===== config.mk =====
export PLATFORM = sky130hd
export DESIGN_NAME = servo_pulse_edge_scheduler
export DESIGN_NICKNAME = d
export VERILOG_FILES = /design/src/rtl/svpes_pkg.sv /design/src/rtl/svpes_ctrl.sv /design/src/rtl/svpes_datapath.sv /design/src/rtl/servo_pulse_edge_scheduler.sv
export SDC_FILE = /design/constraint.sdc
export NUM_CORES = 1
export LEC_CHECK = 0
export BUFFER_PORTS_ARGS = -buffer_cell sky130_fd_sc_hd__buf_4
export CORE_MARGIN = 2
export CORE_UTILIZATION = 23
export CTS_CLUSTER_SIZE = 24
export DETAILED_ROUTE_END_ITERATION = 6
export PLACE_DENSITY = 0.48
export RECOVER_POWER = 50
export SYNTH_ARGS = -nofsm -noshare
export SYNTH_HDL_FRONTEND = slang
export SYNTH_HIERARCHICAL = 1
export SYNTH_SLANG_ARGS = --single-unit

===== constraint.sdc =====
create_clock -name clk -period 41.5 [get_ports clk]
set_input_delay 8.3 -clock clk [delete_from_list [all_inputs] [get_ports clk]]
set_output_delay 8.3 -clock clk [all_outputs]
set_load 0.02 [all_outputs]

===== src/rtl/svpes_pkg.sv =====
package svpes_pkg;

    localparam int CNT_W  = 4;
    localparam int TIME_W = 12;
    localparam int MASK_W = 8;
    localparam int SEL_W  = 3;
    localparam int CMD_W  = 3;

    localparam logic [CMD_W-1:0] CMD_LOAD    = 3'd0;
    localparam logic [CMD_W-1:0] CMD_BUILD   = 3'd1;
    localparam logic [CMD_W-1:0] CMD_BEGIN   = 3'd2;
    localparam logic [CMD_W-1:0] CMD_COMPARE = 3'd3;
    localparam logic [CMD_W-1:0] CMD_STOP    = 3'd4;

    localparam logic [15:0] WIDTH_MIN = 16'd500;
    localparam logic [15:0] WIDTH_MAX = 16'd2500;

    typedef struct packed {
        logic             start;
        logic             build_step;
        logic             build_last;
        logic [SEL_W-1:0] build_idx;
    } ctrl_t;

    typedef struct packed {
        logic build_fail;
    } stat_t;

    typedef struct packed {
        logic [TIME_W-1:0] compare_at_us;
        logic              compare_armed;
        logic              compare_update;
        logic [MASK_W-1:0] pins_set_low;
        logic [MASK_W-1:0] pins_set_high;
        logic [3:0]        bad_servo;
        logic              status;
    } res_t;

endpackage


===== src/rtl/svpes_ctrl.sv =====
module svpes_ctrl
    import svpes_pkg::*;
#(
    parameter int SERVO_COUNT = 8
)
(
    input  logic             clk,
    input  logic             rst_n,
    input  logic             in_valid,
    input  logic [CMD_W-1:0] command,
    input  logic             out_ready,
    input  stat_t            stat,
    output logic             in_ready,
    output logic             out_valid,
    output ctrl_t            ctrl
);

    localparam logic [1:0] ST_IDLE  = 2'd0;
    localparam logic [1:0] ST_BUILD = 2'd1;
    localparam logic [1:0] ST_OUT   = 2'd2;

    localparam logic [SEL_W-1:0] LAST_IDX = SEL_W'(SERVO_COUNT - 1);

    logic [1:0]       state_reg;
    logic [1:0]       state_next;
    logic [SEL_W-1:0] idx_reg;
    logic [SEL_W-1:0] idx_next;

    assign in_ready  = (state_reg == ST_IDLE);
    assign out_valid = (state_reg == ST_OUT);

    assign ctrl.start      = in_valid && in_ready;
    assign ctrl.build_step = (state_reg == ST_BUILD);
    assign ctrl.build_last = (idx_reg == LAST_IDX);
    assign ctrl.build_idx  = idx_reg;

    always_comb
    begin
        state_next = state_reg;
        idx_next   = idx_reg;
        unique case (state_reg)
            ST_IDLE:
            begin
                if (ctrl.start)
                begin
                    idx_next   = '0;
                    state_next = (command == CMD_BUILD) ? ST_BUILD : ST_OUT;
                end
            end
            ST_BUILD:
            begin
                if (stat.build_fail || ctrl.build_last)
                begin
                    state_next = ST_OUT;
                end
                else
                begin
                    idx_next = idx_reg + SEL_W'(1);
                end
            end
            ST_OUT:
            begin
                if (out_ready)
                begin
                    state_next = ST_IDLE;
                end
            end
            default:
            begin
                state_next = ST_IDLE;
            end
        endcase
    end

    always_ff @(posedge clk or negedge rst_n)
    begin
        if (!rst_n)
        begin
            state_reg <= ST_IDLE;
            idx_reg   <= '0;
        end
        else
        begin
            state_reg <= state_next;
            idx_reg   <= idx_next;
        end
    end

endmodule


===== src/rtl/svpes_datapath.sv =====
module svpes_datapath
    import svpes_pkg::*;
#(
    parameter int SERVO_COUNT = 8
)
(
    input  logic             clk,
    input  logic             rst_n,
    input  ctrl_t            ctrl,
    input  logic [CMD_W-1:0] command,
    input  logic [SEL_W-1:0] servo_index,
    input  logic [15:0]      req_width,
    output stat_t            stat,
    output res_t             result
);

    localparam int IDX_W = (SERVO_COUNT > 1) ? $clog2(SERVO_COUNT) : 1;
    localparam logic [MASK_W-1:0] ALL_PINS  = MASK_W'((1 << SERVO_COUNT) - 1);
    localparam logic [CNT_W-1:0]  COUNT_MAX = CNT_W'(SERVO_COUNT);

    logic [15:0]       staged_width_reg [SERVO_COUNT];
    logic [TIME_W-1:0] staged_time_reg  [SERVO_COUNT];
    logic [MASK_W-1:0] staged_mask_reg  [SERVO_COUNT];
    logic [CNT_W-1:0]  staged_count_reg;
    logic [TIME_W-1:0] active_time_reg  [SERVO_COUNT];
    logic [MASK_W-1:0] active_mask_reg  [SERVO_COUNT];
    logic [CNT_W-1:0]  active_count_reg;
    logic [CNT_W-1:0]  next_edge_reg;
    logic [TIME_W-1:0] work_time_reg    [SERVO_COUNT];
    logic [MASK_W-1:0] work_mask_reg    [SERVO_COUNT];
    logic [CNT_W-1:0]  work_count_reg;
    res_t              result_reg;

    logic [TIME_W-1:0] work_time_next   [SERVO_COUNT];
    logic [MASK_W-1:0] work_mask_next   [SERVO_COUNT];
    logic [CNT_W-1:0]  work_count_next;

    logic [IDX_W-1:0]  bidx;
    logic [15:0]       cur_width;
    logic              width_bad;
    logic [TIME_W-1:0] cur_at;
    logic [MASK_W-1:0] cur_pin;
    logic [CNT_W-1:0]  ins_pos;
    logic              hit;
    logic [CNT_W-1:0]  next_edge_inc;
    logic              edge_left;
    logic              edge_more;
    res_t              res_exec;
    res_t              res_fail;

    assign bidx      = ctrl.build_idx[IDX_W-1:0];
    assign cur_width = staged_width_reg[bidx];
    assign width_bad = (cur_width < WIDTH_MIN) || (cur_width > WIDTH_MAX);
    assign cur_at    = cur_width[TIME_W-1:0];
    assign cur_pin   = MASK_W'(1) << bidx;

    assign stat.build_fail = ctrl.build_step && width_bad;
    assign result          = result_reg;

    // The working list is kept sorted, so the number of earlier edges is the insert place.
    always_comb
    begin
        ins_pos = '0;
        hit     = 1'b0;
        for (int k = 0; k < SERVO_COUNT; k++)
        begin
            if (CNT_W'(k) < work_count_reg)
            begin
                if (work_time_reg[k] < cur_at)
                begin
                    ins_pos = ins_pos + CNT_W'(1);
                end
                if (work_time_reg[k] == cur_at)
                begin
                    hit = 1'b1;
                end
            end
        end
    end

    always_comb
    begin
        for (int k = 0; k < SERVO_COUNT; k++)
        begin
            work_time_next[k] = work_time_reg[k];
            work_mask_next[k] = work_mask_reg[k];
        end
        if (hit)
        begin
            for (int k = 0; k < SERVO_COUNT; k++)
            begin
                if (CNT_W'(k) == ins_pos)
                begin
                    work_mask_next[k] = work_mask_reg[k] | cur_pin;
                end
            end
            work_count_next = work_count_reg;
        end
        else
        begin
            if (ins_pos == '0)
            begin
                work_time_next[0] = cur_at;
                work_mask_next[0] = cur_pin;
            end
            for (int k = 1; k < SERVO_COUNT; k++)
            begin
                if (CNT_W'(k) == ins_pos)
                begin
                    work_time_next[k] = cur_at;
                    work_mask_next[k] = cur_pin;
                end
                else if (CNT_W'(k) > ins_pos)
                begin
                    work_time_next[k] = work_time_reg[k-1];
                    work_mask_next[k] = work_mask_reg[k-1];
                end
            end
            work_count_next = work_count_reg + CNT_W'(1);
        end
    end

    assign next_edge_inc = next_edge_reg + CNT_W'(1);
    assign edge_left     = (next_edge_reg < active_count_reg);
    assign edge_more     = (next_edge_inc < active_count_reg);

    always_comb
    begin
        res_exec = '0;
        unique case (command)
            CMD_BEGIN:
            begin
                res_exec.pins_set_high  = ALL_PINS;
                res_exec.compare_update = 1'b1;
                if (staged_count_reg != '0)
                begin
                    res_exec.compare_armed = 1'b1;
                    res_exec.compare_at_us = staged_time_reg[0];
                end
            end
            CMD_COMPARE:
            begin
                res_exec.compare_update = 1'b1;
                if (edge_left)
                begin
                    res_exec.pins_set_low =
                        active_mask_reg[next_edge_reg[IDX_W-1:0]] & ALL_PINS;
                    if (edge_more)
                    begin
                        res_exec.compare_armed = 1'b1;
                        res_exec.compare_at_us = active_time_reg[next_edge_inc[IDX_W-1:0]];
                    end
                end
            end
            CMD_STOP:
            begin
                res_exec.pins_set_low   = ALL_PINS;
                res_exec.compare_update = 1'b1;
            end
            default:
            begin
                res_exec = '0;
            end
        endcase
    end

    always_comb
    begin
        res_fail           = '0;
        res_fail.status    = 1'b1;
        res_fail.bad_servo = 4'(ctrl.build_idx) + 4'd1;
    end

    always_ff @(posedge clk or negedge rst_n)
    begin
        if (!rst_n)
        begin
            for (int k = 0; k < SERVO_COUNT; k++)
            begin
                staged_width_reg[k] <= '0;
            end
            staged_count_reg <= '0;
            active_count_reg <= '0;
            next_edge_reg    <= '0;
            work_count_reg   <= '0;
        end
        else
        begin
            if (ctrl.start)
            begin
                case (command)
                    CMD_LOAD:
                    begin
                        if ({1'b0, servo_index} < COUNT_MAX)
                        begin
                            staged_width_reg[servo_index[IDX_W-1:0]] <= req_width;
                        end
                    end
                    CMD_BUILD:
                    begin
                        work_count_reg <= '0;
                    end
                    CMD_BEGIN:
                    begin
                        active_count_reg <= staged_count_reg;
                        next_edge_reg    <= '0;
                    end
                    CMD_COMPARE:
                    begin
                        if (edge_left)
                        begin
                            next_edge_reg <= next_edge_inc;
                        end
                    end
                    CMD_STOP:
                    begin
                        next_edge_reg <= '0;
                    end
                    default:
                    begin
                    end
                endcase
            end
            if (ctrl.build_step && !width_bad)
            begin
                work_count_reg <= work_count_next;
                if (ctrl.build_last)
                begin
                    staged_count_reg <= work_count_next;
                end
            end
        end
    end

    always_ff @(posedge clk)
    begin
        if (ctrl.start && (command == CMD_BEGIN))
        begin
            for (int k = 0; k < SERVO_COUNT; k++)
            begin
                active_time_reg[k] <= staged_time_reg[k];
                active_mask_reg[k] <= staged_mask_reg[k];
            end
        end
        if (ctrl.start && (command != CMD_BUILD))
        begin
            result_reg <= res_exec;
        end
        if (ctrl.build_step)
        begin
            if (width_bad)
            begin
                result_reg <= res_fail;
            end
            else
            begin
                for (int k = 0; k < SERVO_COUNT; k++)
                begin
                    work_time_reg[k] <= work_time_next[k];
                    work_mask_reg[k] <= work_mask_next[k];
                end
                if (ctrl.build_last)
                begin
                    for (int k = 0; k < SERVO_COUNT; k++)
                    begin
                        staged_time_reg[k] <= work_time_next[k];
                        staged_mask_reg[k] <= work_mask_next[k];
                    end
                    result_reg <= '0;
                end
            end
        end
    end

endmodule


===== src/rtl/servo_pulse_edge_scheduler.sv =====
// Servo pulse edge scheduler. Each item carries a command in s_axis_tuser and gives exactly
// one result item. Load, begin frame, compare event, stop and unused codes produce their
// result in the cycle after acceptance; a build walks the servos one per cycle through a single
// insertion unit that places each width into the sorted edge list and stops early at the
// first out-of-range width. The block holds one item at a time: s_axis_tready is high only
// when no result is pending, and a result stays until m_axis_tready takes it. After a
// successful build the new plan becomes active at the next begin frame; a failed build
// leaves it as is.
module servo_pulse_edge_scheduler
    import svpes_pkg::*;
#(
    parameter int SERVO_COUNT = 8
)
(
    input  logic        clk,
    input  logic        rst_n,
    input  logic        s_axis_tvalid,
    output logic        s_axis_tready,
    input  logic [23:0] s_axis_tdata,   // servo_index, req_width
    input  logic [2:0]  s_axis_tuser,   // command
    output logic        m_axis_tvalid,
    input  logic        m_axis_tready,
    output logic [39:0] m_axis_tdata    // status, bad_servo, pins_set_high, pins_set_low,
                                        // compare_update, compare_armed, compare_at_us
);

    ctrl_t ctrl;
    stat_t stat;
    res_t  result;

    svpes_ctrl #(
        .SERVO_COUNT (SERVO_COUNT)
    ) u_ctrl (
        .clk       (clk),
        .rst_n     (rst_n),
        .in_valid  (s_axis_tvalid),
        .command   (s_axis_tuser),
        .out_ready (m_axis_tready),
        .stat      (stat),
        .in_ready  (s_axis_tready),
        .out_valid (m_axis_tvalid),
        .ctrl      (ctrl)
    );

    svpes_datapath #(
        .SERVO_COUNT (SERVO_COUNT)
    ) u_datapath (
        .clk         (clk),
        .rst_n       (rst_n),
        .ctrl        (ctrl),
        .command     (s_axis_tuser),
        .servo_index (s_axis_tdata[2:0]),
        .req_width   (s_axis_tdata[18:3]),
        .stat        (stat),
        .result      (result)
    );

    assign m_axis_tdata = {5'd0, result};

endmodule


==> flow_summary_export.csv <==
group,metric,value,unit
outcome,violations,"max-capacitance violations, max-slew violations",
floorplan,dieArea,137000,µm²
grt,grt_util_met2,0.201,
power,ir_worst_vdd,0.0000693,V
routing,drt.antenna.violating_nets,0,
grt,met1_usage,0.189,
setup_path,path_buf_inv,2,
setup_path,critical_path_class,"in2async",
sta,report.final.slew_viol_count,513,
placement,port_buffers,62,
routing,num_vias,19200,
placement,placed_area,33400,µm²
power,power_leakage,12.7,nW
layout,final_core_util,0.269,
clock_network,cts.root.buffer_cell,"clkbuf_16",
sta,tns,0,ns
clock_network,cts_max_level,3,
synth,syn-cell-area,30800,µm²
setup_path,slowest_stage,"clkbuf_1",
clock_network,cts_buffer_depth,3,
placement,placedCellCount,3895,
sta,final_hold_viol_count,0,
floorplan,fp.coreArea,133000,µm²
setup_path,rrSetupSlack,27.57,ns
grt,grt_util_met3,0.0276,
floorplan,io_pins,73,
power,internal_power,1.58,mW
synth,syn_inst,2142,
grt,grt_max_degree,176,
grt,track_usage,0.132,
setup_path,critPathLaunchType,"input port",
floorplan,core.rowCount,134,
synth,netlist-cell-type-count,106,
layout,area_growth,16.3,%
clock_network,clk_pin_slew,0.06,ns
setup_path,cp_slowest_stage_delay,3.14,ns
setup_path,crit_required,41.27,ns
grt,overflow,0,
clock_network,cts_hold_buf,0,
grt,antenna_found_initial,3,
floorplan,initial_core_util,0.231,
setup_path,endpoint_kind,"asynchronous set/reset pin",
sta,period_share,0.352,
setup_path,path_max_fanout,80,
synth,ys_ff_latch,664,
sta,min_period,14.59,ns
setup_path,arrival,14.36,ns
routing,drc,0,
synth,syn_area_per_cell,14.4,µm²
grt,grt_busiest_layer,"met2",
sta,finalSetupViolCount,0,
power,pwr-share-seq,0.338,
setup_path,cp_cell_sequence,"clkbuf_1, clkbuf_1",
routing,via_per_inst,4.77,
power,power_frac_clock,0.262,
clock_network,clk_latency,0.66,ns
worst_hold_path,worstHoldPathType,"reg2reg",
floorplan,die_h,370,µm
layout,multiInputGateArea,11200,µm²
routing,drtIter0Drc,1743,
setup_path,critPathTopFamily,"buffers and inverters",
power,swShare,0.391,
sta,fin_skew,0.0314,ns
power,powerDensity,72.4,nW/µm²
sta,tightest_slew,9.46,ns
synth,ys_warn_count,6,
layout,final_area,35800,µm²
sta,rsz0062_at_grt,"false",
synth,ys_seq_area_frac,0.613,
layout,seq_area,18800,µm²
sta,max_slew_margin,-5.31,
layout,drive_above_1_share,0.218,
sta,fmax,0.0685,GHz
routing,finalWirelength,90900,µm
layout,final_cells,4031,
power,p_comb_frac,0.400,
grt,grt_pass1_vias,19200,
clock_network,cts_sinks,664,
clock_network,cts_tree,"built",
placement,gp_congestion,0.848,
routing,drt_first_pass_iters,5,
placement,dp_hpwl,58800,µm
floorplan,die_x,370,µm
layout,fillerInstances,13700,
layout,finalNetCount,2354,
routing,avgRoutedWirePerCell,22.6,µm
clock_network,ctsResizeCount,0,
clock_network,cts_made_buffers,74,
synth,postSynth.topFlopCell,"edfxtp_1",
setup_path,path_common_cell,"clkbuf_1",
outcome,outcome,"finished with violations",
power,total_power,2.59,mW
layout,largest_register_ffs,128,
grt,grt_pass1_wl,134000,µm
clock_network,post_cts_buffers,0,
synth,synthArstFlopShare,0.224,
power,p_sw,1.01,mW
synth,synth_edf_count,480,
flow_run,maxCapViolCount,8,
-- per-layer routing --
metal  part of all wire  vias up
li1                   -     8576
met1               0.46     9847
met2               0.45      668
met3              0.067      128
met4              0.023        4
met5            0.00036        -
-- cells in the mapped netlist, types with 28 or more instances --
| master | instances | area [µm²] |
|---|---|---|
| a21oi_1 | 74 | 370 |
| a22oi_1 | 57 | 428 |
| a31oi_1 | 28 | 175 |
| clkbuf_1 | 62 | 233 |
| dfrtp_1 | 149 | 3730 |
| dfxtp_1 | 35 | 701 |
| edfxtp_1 | 480 | 14400 |
| ha_1 | 120 | 1500 |
| inv_1 | 66 | 248 |
| mux2_2 | 146 | 1640 |
| mux2i_1 | 32 | 320 |
| mux4_2 | 66 | 1490 |
| nand2_1 | 105 | 394 |
| nand3_1 | 42 | 210 |
| nand4_1 | 28 | 175 |
| nor2_1 | 105 | 394 |
| o21ai_0 | 86 | 430 |
| o2bb2ai_1 | 62 | 543 |
-- placed cells by master, fill, tap and decap left out, drive strengths merged, types with 12 or more instances in the layout --
cell type and count:
a21o 16, a21oi 75, a22oi 57, a31oi 28, and2 12, buf 88
clkbuf 107, clkinv 17, dfrtp 149, dfxtp 35, edfxtp 480, ha 120
inv 76, mux2 165, mux2i 32, mux4 66, nand2 105, nand3 47
nand4 30, nor2 108, nor2b 17, nor3 20, nor4 12, o21ai 88
o22ai 25, o2bb2ai 62, o31ai 16
-- through the flow --
step / setup slack [ns] / hold slack, ns
after global routing: 25.37 / 0.414
final: 26.91 / 0.410
after global placement: 29.16 / 0.401
after detailed placement: 29.09 / 0.405
after CTS: 29.05 / 0.404
after floorplan: 26.47 / 0.400
-- final cells by class --
class	instances	area share
clock inverters	40	0.0134
inverters	69	0.00734
clock buffers	95	0.0565
repair buffers	100	0.0201
flip-flops and latches	664	0.527
diodes	1	0.0000699
well taps	1768	0.0618
multi-input cells	1294	0.314
-- cells by family after synthesis --
family | count (synthesis) | synth area share
multiplexers | 263 | 0.119
adder cells (fa/ha/maj) | 120 | 0.0488
flip-flops | 664 | 0.613
XOR/XNOR | 20 | 0.00980
buffers and inverters | 188 | 0.0269
other | 1 | 0.000122
AO/OA/AOI/OAI | 488 | 0.115
AND/OR/NAND/NOR | 398 | 0.0675
-- final timing paths --
check | depth (start not counted) | end | from
max | 2 | u_datapath/staged_width_reg[49] | rst_n
min | 0 | u_datapath/active_time_reg[7][10] | u_datapath/staged_time_reg[1][46]
max reg2reg | 13 | u_datapath/work_count_reg[3] | u_ctrl/idx_reg[1]
min reg2reg | 0 | u_datapath/active_time_reg[7][10] | u_datapath/staged_time_reg[1][46]
max in group clk | 13 | u_datapath/work_count_reg[3] | u_ctrl/idx_reg[1]
min in group asynchronous | 1 | u_datapath/staged_width_reg[29] | rst_n
-- power groups by stage --
stage	Combinational [mW]	Sequential, mW	Clock (mW)
2_1_floorplan	0.664	0.879	0
3_3_place_gp	1.01	0.887	0
3_5_place_dp	1.02	0.888	0
4_1_cts	1.02	0.874	0.700
5_1_grt	1.10	0.881	0.728
6_report	1.04	0.875	0.680
No activity file was read; power rests on OpenSTA's default activity.
